==> src/design/sbks_pkg.sv <==
// sbks_pkg: shared types and codes for the shared-store stack block.
// No dependencies; used by sbks_ctrl, sbks_dp and the top level.
package sbks_pkg;

    // opcode values
    localparam logic OP_PUSH = 1'b0;
    localparam logic OP_POP  = 1'b1;

    // status codes
    localparam logic [1:0] ST_OK    = 2'd0;
    localparam logic [1:0] ST_FULL  = 2'd1;
    localparam logic [1:0] ST_EMPTY = 2'd2;

    // controller to datapath commands
    typedef struct packed {
        logic capture;  // latch beat, read stack top
        logic fetch;    // read link and data stores
        logic commit;   // update stores, load result
    } sbks_ctl_t;

endpackage

==> src/design/shared_buffer_k_stacks_unit.sv <==
// shared_buffer_k_stacks_unit: STACKS LIFO stacks sharing one entry store.
// Flow: the result is registered after the top read, the link/data read and the
// write-back (one store port each); a new command waits until the last is done.
// A stalled result holds the write-back cycle until the result slot frees.
// Reset: async, active low; stacks empty, free list over all entries, no
// clearing pass (a fill mark stands in for the reset link chain).
module shared_buffer_k_stacks_unit
#(
    parameter int ENTRIES   = 64,
    parameter int STACKS    = 4,
    parameter int DATA_BITS = 32
)
(
    input  logic               clk,
    input  logic               rst_n,
    // command channel
    input  logic               cmd_valid,
    output logic               cmd_stall,
    input  logic               opcode,
    input  logic [1:0]         stack_id,
    input  logic signed [31:0] value,
    // response channel
    output logic               rsp_valid,
    input  logic               rsp_stall,
    output logic [1:0]         status,
    output logic signed [31:0] popped_value,
    output logic               store_full,
    output logic               stack_empty
);

    // controller drives the three steps of each beat; the datapath
    // holds all stores and the result payload registers
    sbks_pkg::sbks_ctl_t ctl;

    sbks_ctrl u_ctrl
    (
        .clk       (clk),
        .rst_n     (rst_n),
        .cmd_valid (cmd_valid),
        .cmd_stall (cmd_stall),
        .rsp_valid (rsp_valid),
        .rsp_stall (rsp_stall),
        .ctl       (ctl)
    );

    sbks_dp
    #(
        .ENTRIES   (ENTRIES),
        .STACKS    (STACKS),
        .DATA_BITS (DATA_BITS)
    )
    u_dp
    (
        .clk          (clk),
        .rst_n        (rst_n),
        .ctl          (ctl),
        .opcode       (opcode),
        .stack_id     (stack_id),
        .value        (value),
        .status       (status),
        .popped_value (popped_value),
        .store_full   (store_full),
        .stack_empty  (stack_empty)
    );

endmodule

==> src/design/sbks_ctrl.sv <==
// sbks_ctrl: sequencing state machine for one operation at a time.
// Depends on sbks_pkg (sbks_ctl_t).
module sbks_ctrl
(
    input  logic               clk,
    input  logic               rst_n,
    input  logic               cmd_valid,
    output logic               cmd_stall,
    output logic               rsp_valid,
    input  logic               rsp_stall,
    output sbks_pkg::sbks_ctl_t ctl
);

    typedef enum logic [1:0] {
        S_IDLE,
        S_FETCH,
        S_EXEC
    } state_t;

    state_t state_reg;
    logic   rsp_valid_reg;

    assign cmd_stall   = (state_reg != S_IDLE);
    assign rsp_valid   = rsp_valid_reg;

    assign ctl.capture = (state_reg == S_IDLE) && cmd_valid;
    assign ctl.fetch   = (state_reg == S_FETCH);
    // result slot must be free before committing
    assign ctl.commit  = (state_reg == S_EXEC) && (!rsp_valid_reg || !rsp_stall);

    always_ff @(posedge clk or negedge rst_n)
    begin
        if (!rst_n)
        begin
            state_reg     <= S_IDLE;
            rsp_valid_reg <= 1'b0;
        end
        else
        begin
            unique case (state_reg)
                S_IDLE:
                begin
                    if (cmd_valid)
                    begin
                        state_reg <= S_FETCH;
                    end
                end
                S_FETCH:
                begin
                    state_reg <= S_EXEC;
                end
                S_EXEC:
                begin
                    if (ctl.commit)
                    begin
                        state_reg <= S_IDLE;
                    end
                end
                default:
                begin
                    state_reg <= S_IDLE;
                end
            endcase

            if (ctl.commit)
            begin
                rsp_valid_reg <= 1'b1;
            end
            else if (!rsp_stall)
            begin
                rsp_valid_reg <= 1'b0;
            end
        end
    end

endmodule

==> src/design/sbks_dp.sv <==
// sbks_dp: entry data/link stores, stack top store, free list head and
// result registers. Depends on sbks_pkg (codes, sbks_ctl_t).
module sbks_dp
#(
    parameter int ENTRIES   = 64,
    parameter int STACKS    = 4,
    parameter int DATA_BITS = 32
)
(
    input  logic                clk,
    input  logic                rst_n,
    input  sbks_pkg::sbks_ctl_t ctl,
    input  logic                opcode,
    input  logic [1:0]          stack_id,
    input  logic signed [31:0]  value,
    output logic [1:0]          status,
    output logic signed [31:0]  popped_value,
    output logic                store_full,
    output logic                stack_empty
);

    localparam int LW        = $clog2(ENTRIES + 1);          // link code, null = ENTRIES
    localparam int AW        = $clog2(ENTRIES);
    localparam int SW        = (STACKS > 1) ? $clog2(STACKS) : 1;
    localparam int STK_DEPTH = 1 << SW;
    localparam logic [LW-1:0] NULL_LINK = LW'(ENTRIES);

    // stores
    logic [DATA_BITS-1:0] data_mem [ENTRIES];
    logic [LW-1:0]        link_mem [ENTRIES];
    logic [LW-1:0]        top_mem  [STK_DEPTH];
    logic [STK_DEPTH-1:0] top_vld_reg;

    // operation registers
    logic                 op_reg;
    logic [1:0]           sid_reg;
    logic [DATA_BITS-1:0] val_reg;
    logic [LW-1:0]        top_rd_reg;
    logic                 top_vld_rd_reg;
    logic [LW-1:0]        link_rd_reg;
    logic [DATA_BITS-1:0] data_rd_reg;
    logic [LW-1:0]        la_reg;
    logic                 fresh_reg;
    logic [LW-1:0]        free_head_reg;
    logic [LW-1:0]        fill_reg;

    // result registers
    logic [1:0]           status_reg;
    logic [31:0]          popped_reg;
    logic                 full_reg;
    logic                 empty_reg;

    logic [63:0]          val_wide;
    logic [63:0]          data_wide;
    logic [6:0]           sid_w;
    logic [SW-1:0]        cap_addr;
    logic [SW-1:0]        sid_addr;
    logic                 sid_ok;
    logic [LW-1:0]        top_cur;
    logic [LW-1:0]        la;
    logic [LW-1:0]        link_cur;
    logic                 push_ok;
    logic                 pop_ok;
    logic [LW-1:0]        free_head_next;
    logic [LW-1:0]        top_after;
    logic [1:0]           status_next;
    logic [31:0]          popped_next;

    always_comb
    begin
        val_wide                = '0;
        val_wide[31:0]          = value;
        data_wide               = '0;
        data_wide[DATA_BITS-1:0] = data_rd_reg;
    end

    assign sid_w    = 7'(stack_id);
    assign cap_addr = sid_w[SW-1:0];
    assign sid_addr = 7'(sid_reg) < 7'(STACKS) ? SW'(sid_reg) : '0;
    assign sid_ok   = 7'(sid_reg) < 7'(STACKS);

    assign top_cur  = top_vld_rd_reg ? top_rd_reg : NULL_LINK;
    assign la       = (op_reg == sbks_pkg::OP_POP) ? top_cur : free_head_reg;
    // entries at or above the fill mark still hold their reset link i+1
    assign link_cur = fresh_reg ? LW'(la_reg + 1'b1) : link_rd_reg;

    assign push_ok  = (op_reg == sbks_pkg::OP_PUSH) && sid_ok && (free_head_reg < NULL_LINK);
    assign pop_ok   = (op_reg == sbks_pkg::OP_POP) && sid_ok && (top_cur < NULL_LINK);

    always_comb
    begin
        free_head_next = free_head_reg;
        top_after      = top_cur;
        status_next    = sbks_pkg::ST_OK;
        popped_next    = '0;
        if (push_ok)
        begin
            free_head_next = link_cur;
            top_after      = free_head_reg;
        end
        else if (pop_ok)
        begin
            free_head_next = top_cur;
            top_after      = link_cur;
            popped_next    = data_wide[31:0];
        end
        else if (op_reg == sbks_pkg::OP_PUSH)
        begin
            status_next = sbks_pkg::ST_FULL;
        end
        else
        begin
            status_next = sbks_pkg::ST_EMPTY;
        end
    end

    // capture and store reads
    always_ff @(posedge clk)
    begin
        if (ctl.capture)
        begin
            op_reg     <= opcode;
            sid_reg    <= stack_id;
            val_reg    <= val_wide[DATA_BITS-1:0];
            top_rd_reg <= top_mem[cap_addr];
        end
        if (ctl.fetch)
        begin
            la_reg      <= la;
            fresh_reg   <= (la >= fill_reg);
            link_rd_reg <= link_mem[la[AW-1:0]];
            data_rd_reg <= data_mem[top_cur[AW-1:0]];
        end
    end

    // store writes
    always_ff @(posedge clk)
    begin
        if (ctl.commit && push_ok)
        begin
            data_mem[free_head_reg[AW-1:0]] <= val_reg;
            link_mem[free_head_reg[AW-1:0]] <= top_cur;
            top_mem[sid_addr]               <= free_head_reg;
        end
        else if (ctl.commit && pop_ok)
        begin
            link_mem[top_cur[AW-1:0]] <= free_head_reg;
            top_mem[sid_addr]         <= link_cur;
        end
    end

    // result payload
    always_ff @(posedge clk)
    begin
        if (ctl.commit)
        begin
            status_reg <= status_next;
            popped_reg <= popped_next;
            full_reg   <= !(free_head_next < NULL_LINK);
            empty_reg  <= !sid_ok || !(top_after < NULL_LINK);
        end
    end

    // control state
    always_ff @(posedge clk or negedge rst_n)
    begin
        if (!rst_n)
        begin
            top_vld_reg    <= '0;
            top_vld_rd_reg <= 1'b0;
            free_head_reg  <= '0;
            fill_reg       <= '0;
        end
        else
        begin
            if (ctl.capture)
            begin
                top_vld_rd_reg <= top_vld_reg[cap_addr];
            end
            if (ctl.commit && (push_ok || pop_ok))
            begin
                top_vld_reg[sid_addr] <= 1'b1;
                free_head_reg         <= free_head_next;
            end
            if (ctl.commit && push_ok && fresh_reg)
            begin
                fill_reg <= LW'(free_head_reg + 1'b1);
            end
        end
    end

    assign status       = status_reg;
    assign popped_value = popped_reg;
    assign store_full   = full_reg;
    assign stack_empty  = empty_reg;

endmodule
==> config.mk <==
export PLATFORM = sky130hd
export DESIGN_NAME = shared_buffer_k_stacks_unit
export DESIGN_NICKNAME = d
export VERILOG_FILES = /design/src/design/sbks_pkg.sv /design/src/design/shared_buffer_k_stacks_unit.sv /design/src/design/sbks_ctrl.sv /design/src/design/sbks_dp.sv
export SDC_FILE = /design/constraint.sdc
export NUM_CORES = 2
export LEC_CHECK = 0
export ABC_AREA = 1
export BUFFER_PORTS_ARGS = -buffer_cell sky130_fd_sc_hd__buf_2
export CORE_MARGIN = 5
export CORE_UTILIZATION = 60
export DETAILED_ROUTE_END_ITERATION = 8
export PLACE_DENSITY_LB_ADDON = 0.2
export SYNTH_ARGS = -nofsm -noshare
export SYNTH_HDL_FRONTEND = slang
export SYNTH_HIERARCHICAL = 1
export SYNTH_SLANG_ARGS = --single-unit
==> constraint.sdc <==
create_clock -name clk -period 7.2 [get_ports clk]
set_input_delay 2.16 -clock clk [delete_from_list [all_inputs] [get_ports clk]]
set_output_delay 2.16 -clock clk [all_outputs]
set_load 0.05 [all_outputs]
# --- Yosys cells after proc, flatten, opt, wreduce, memory -nomap -nowiden ---
# Memories as Yosys holds them, arrays and structs flattened. A register that Yosys moved wholly into a read port is not among the register bits.
# Cells that the tools add are included.
op_classes:
  add_sub_neg: 2
  n_mul: 0
  div_mod_pow: 0
  magnitude_cmp: 8
  n_eq_ne: 5
  shift: 0
  mux: 26
  bitwise: 4
  reduce_logical: 21
ops:
  columns: ["cell", "count"]
  rows:
  - ["7-bit 2-to-1 mux", 9]
  - ["7-bit less-than comparator, second input constant", 4]
  - ["7-bit by 1-bit adder with 7-bit output, second input constant", 2]
  - ["1-bit 2-to-1 mux", 10]
  - ["1-bit logical AND", 9]
  - ["7-bit >= comparator", 1]
  - ["7-bit OR reduction", 1]
  - ["2-bit by 3-bit less-than comparator with 1-bit output, second input constant", 2]
  - ["2-bit 2-to-1 mux", 3]
  - ["6-bit 2-to-1 mux", 1]
  - ["2-bit case mux with 3 select lines", 1]
  - ["1-bit logical NOT", 4]
  - ["2-bit by 1-bit inequality test with 1-bit output, second input constant", 2]
  - ["4-bit OR", 1]
  - ["2-bit OR reduction", 2]
  - ["1-bit binary-select mux with 2-bit select", 1]
  - ["1-bit demux with 2-bit select", 1]
  - ["2-bit by 1-bit equality test with 1-bit output, second input constant", 1]
  - ["2-bit equality test, second input constant", 1]
  - ["2-bit by 1-bit >= comparator with 1-bit output, second input constant", 1]
  - ["2-bit logical NOT", 1]
  - ["1-bit logical OR", 2]
  - ["2-bit inequality test, second input constant", 1]
  - ["1-bit inverter", 2]
  - ["other kinds (3)", 3]
totals:
  ff_bits: 101
  latch_bits: 0
  ramBits: 2524
  romBits: 0
  input_bits: 39
  out_inout_bits: 38
  word_cells: 84
  mem_count: 3
memory_table:
  columns: ["name", "words", "width", "read_ports", "rd_clocked_by_memory_dff", "write_ports", "line_no", "source"]
  rows:
  - ["u_dp.data_mem", 64, 32, 1, 1, 1, "sbks_dp.sv:29", "logic [DATA_BITS-1:0] data_mem [ENTRIES];"]
  - ["u_dp.link_mem", 64, 7, 1, 1, 1, "sbks_dp.sv:30", "logic [LW-1:0] link_mem [ENTRIES];"]
  - ["u_dp.top_mem", 4, 7, 1, 1, 1, "sbks_dp.sv:31", "logic [LW-1:0] top_mem [STK_DEPTH];"]

# --- Depth between registers and ports, before layout ---
logic_depth:
  word_depth: 9
  depth_mapped: 14

# --- Modules after synthesis ---
# Netlist, hierarchy kept.
modules_own_cells:
  columns: ["module", "n_inst", "cells_each", "area_each_um2", "seq_area_each_um2"]
  rows:
  - ["sbks_dp", 1, 8582, 108699.3, 80021.7]
  - ["sbks_ctrl", 1, 19, 137.6, 75.1]

# --- Worst setup path before layout ---
# No wires, ideal clock.
synth_path:
  path_kind: "input-to-reg"
  start: "input port rsp_stall"
  end: "memory u_dp/link_mem[0][6] in the netlist's numbering (data pin)"
  setup_ns: 0.702
  arrival_time_ns: 7.152
  required_time_ns: 6.498
  setup_slack_ns: -0.653
  cell_stages: 8
  path_buffers: 1
  path_cell_list: "nand2_1 -> inv_1 -> nor2_1 -> inv_1 -> nor2_4 -> inv_2 -> buf_4 -> o21ai_0"
synth_rtl:
  columns: ["element", "line_no", "source"]
  rows:
  - ["from (decl)", "shared_buffer_k_stacks_unit.sv:24", "input logic rsp_stall,"]
  - ["to (decl)", "sbks_dp.sv:30", null]

==> metrics list <==
- Cell variety after synth: 38
- The floorplan step defined a core boundary enclosing 0.1805 sq mm.
* CTS sink count: 2,671
* Layer carrying the most global-route usage: met2
- Post-synthesis async set-or-reset flop share: 0.8237%
* Total negative slack: 0 ns
- In this run the static leakage power is 40.68 nW.
* Minimum clock period: 5.043 ns
- Between clock sinks in the finished design, the worst skew comes to 0.06532 ns.
* CTS root buf: sky130_fd_sc_hd__clkbuf_16
- In this run the worst path has a maximum fanout of 37.
* Peak Freq: 0.1983 GHz
* Final period util: 70.04%
* Data arrival time of the critical path: 5.57 ns
- Post-CTS Hold Fix Bufs: 0
- TritonCTS built the clock tree.
- Tightest Pin Transition: 1.307 ns
- Overall routing resource usage: 30.36%
- The register with the most flip-flops in the layout has 2,048 of them.
- Dividing the detail-routed via count by the number of cells gives 6.307.
- Remaining design rule violation count: 0
- Setup violators final: 0
* Dominant delay contributor by cell family on the critical path: simple AND/OR/NAND/NOR gates
- Synth Area per Inst: 12.65 sq um
- Met1 Resource Use GR: 44.49%
* Worst hold-check path type: register to register
- The worst pin sits at a relative slew slack of 12.86%.
* Combinational cell fraction of total power: 26.4%
- Number of H-tree branching levels: 5
- Post-synthesis cell area: 0.1088 sq mm
* Average routed wire per standard cell: 26.46 um
- The number of nets in the synthesized netlist is 8,649.
- Via count of the first global-routing pass: 66,430
* Cell area after placement: 0.1117 sq mm
* Proportion of power drawn by the clock network: 31.2%
- Detailed Route WL: 293,700 um
- Worst IR drop on VDD: 396.2 uV
* Result of the run: finished, final reports clean
- Final hold analysis gives a worst-case slack of 0.4594 ns.
* Number of antenna violations at the first check in global routing: 10
- Main flop type after synthesis: sky130_fd_sc_hd__edfxtp_1
* Crit path capture: u_dp/link_mem[11][1]
- The final hold violation count was 0.
- Critical path origin: rsp_stall
- Overall via count from detail_route: 70,010
- The finished cells cover 0.1201 sq mm.
- The floorplan step defined a die boundary enclosing 0.1900 sq mm.
- For this configuration, the core starts out at a cell density of 60.28%.
* Half-perimeter wire length after detailed placement: 162,500 um
* Worst reg-to-reg path cell count: 11
* Pin count of the biggest net entering global routing: 240
- Counting flops with a built-in enable in the synthesized netlist gives 2,649.
- Sequential area share after synthesis: 73.59%
- Clock-pin slew was measured on the worst setup and hold paths at 0.06 ns.
* Number of CTS-inserted buffers: 284
- Final estimated routing congestion in global placement: 0.8809
- Crit path cell chain: buf_2, nand2_1, inv_1, nor2_4, buf_4, nand2_1, inv_1, buf_4, nand4_1, nor2_1
- Across the run, the number of max-cap violations was 0.
- Final core utilization: 66.52%
- Setup repair after global routing left no endpoint under its margin.
- Critical Path Max Stage Delay: 0.82 ns
* Postcts setup bufs: 0
* Buffers & Inverters on Critical Path: 5
* Max-slew violation count: 0
- FP Rows: 156
- Counting flops and latches in the post-synthesis netlist gives 2,671.
* Post-synthesis instance total: 8,601
- For this run the aggregate overflow at the end of global routing stands at 0.
- Net switching is 33.57% of the power.
- Registers are responsible for 42.4% of the overall power.
- The clock passes through at most 4 buffers.
- The worst setup path is launched from a primary input.
- Initial drt markers: 10,260
- In this run the vertical extent of the chip is 435.9 um.
- Met2 usage in global routing: 45.72%
* Slowest cell on the critical path: sky130_fd_sc_hd__nand4_1
* Internal power component: 28.62 mW
- Total power for the finished layout comes to 43.09 mW.
* Setup slack on the worst flop-to-flop path: 2.45 ns
- Clock network latency to the later pin of the worst-skew pair: 0.94 ns
- The worst setup path is of the primary input to register kind.
* Area Overhead vs Synth: 10.35%
- The net count of the finished layout is 8,587.
- Endpoint required time on the critical path: 7.73 ns
* GR Util met3: 7.139%
* Count of inserted antenna diode cells: 0
* Logic depth of the worst setup path including buffers: 10
- Dividing total power by cell area gives a power density of 358.7 mW/mm^2.
* Layout cell share with drive strength beyond 1: 12.37%
- In this run the critical register-to-register path is captured at u_dp/link_mem[11][1].
* Crit. End Element: register
* Wire length of the first global-routing pass: 430,300 um
* Count of instances resized after the clock tree is built: 0
* Antenna-violating nets left: 0
- Die outline width: 435.9 um
* Critical R2R Launch: u_dp/top_vld_rd_reg
- The first TritonRoute pass finished after 9 iterations.
- Pin placement for this block handled 77 I/O pins.
- Switching power summed over all nets: 14.46 mW
- Count of port buffers added during placement: 76
- During synthesis, Yosys emitted a total of 6 warnings.
cell type report:
cell class | count | area (sq um)
Multi-Input combinational cell | 4826 | 24960
Clock inverter | 123 | 849.6
Sequential cell | 2671 | 80100
Tap cell | 2370 | 2965
Timing Repair Buffer | 214 | 1629
Clock buffer | 355 | 7542
Inverter | 542 | 2058
Fill cell | 12590 | 60440
layer usage:
| metal | vias to the layer above | share of wire, % |
|---|---|---|
| met2 | 4199 | 45 |
| met5 | - | 0 |
| li1 | 30840 | - |
| met4 | 0 | 3.3 |
| met3 | 516 | 13 |
| met1 | 34450 | 39 |
power groups by stage:
| stage | clock network [mW] | registers, mW | logic (mW) |
|---|---|---|---|
| floorplan | 0 | 18.8 | 6.67 |
| global placement | 0 | 18.6 | 10.9 |
| detailed placement | 0 | 18.6 | 11.1 |
| CTS | 13.6 | 18.3 | 11.1 |
| global route | 14.3 | 18.3 | 12.1 |
| finish | 13.5 | 18.3 | 11.4 |
worst min path at each step:
stage	start	to	slack, ns	cells past startpoint
5_1_grt	u_dp/val_reg[29]	u_dp/data_mem[9][29]	0.48	0
3_5_place_dp	u_dp/val_reg[29]	u_dp/data_mem[9][29]	0.45	0
6_report	u_dp/top_vld_reg[0]	u_dp/top_vld_reg[0]	0.46	1
3_3_place_gp	u_dp/val_reg[29]	u_dp/data_mem[9][29]	0.44	0
4_1_cts	u_dp/top_vld_reg[0]	u_dp/top_vld_reg[0]	0.46	1
2_1_floorplan	u_dp/top_vld_reg[3]	u_dp/top_vld_reg[3]	0.43	2
per-stage QoR:
step                      cells  setup WS, ns
after floorplan            8601        0.4107
after global placement    10620         1.378
after detailed placement  10620         1.211
after CTS                 11100         2.267
after global routing      11100         2.078
final                     11100         2.157
synthesized netlist by cell type, drive strengths merged (5+ instances only):
master  count  area share, %
edfxtp   2649             73
nand3    1391            6.4
o21ai     575            2.7
nor2     1164            4.0
inv       541            1.9
clkbuf    281           0.97
nand4       6          0.040
a21oi       5          0.023
nor3        6          0.041
nand2     591            2.1
nand3b     27           0.19
or2       451            2.6
buf       281            1.2
o211ai    578            4.0
dfrtp      22           0.51
xor2        5          0.040
ha          9           0.10
o22ai      14          0.080
cells by family (layout without fill, tap and decap cells):
| kind of cell | after synthesis | count (layout) | share of synthesized area [%] |
|---|---|---|---|
| simple gates | 3636 | 3636 | 15.37 |
| flops | 2671 | 2671 | 73.59 |
| compound gates | 1174 | 1174 | 6.796 |
| buf+inv | 1104 | 1234 | 4.082 |
| fa+ha+maj | 9 | 9 | 0.1035 |
| xor+xnor | 6 | 6 | 0.04828 |
| mux | 1 | 1 | 0.009197 |
layout by cell type, fill, tap and decap left out, types with 62 or more instances in the layout:
master,n
sky130_fd_sc_hd__clkbuf_16,291
sky130_fd_sc_hd__nor2_4,70
sky130_fd_sc_hd__buf_4,121
sky130_fd_sc_hd__inv_1,528
sky130_fd_sc_hd__nand2_1,578
sky130_fd_sc_hd__or2_2,390
sky130_fd_sc_hd__nand3_1,1387
sky130_fd_sc_hd__clkbuf_1,62
sky130_fd_sc_hd__nor2_1,1094
sky130_fd_sc_hd__buf_2,76
sky130_fd_sc_hd__o211ai_1,578
sky130_fd_sc_hd__o21ai_0,558
sky130_fd_sc_hd__edfxtp_1,2649
No activity file was read; power rests on OpenSTA's default activity.
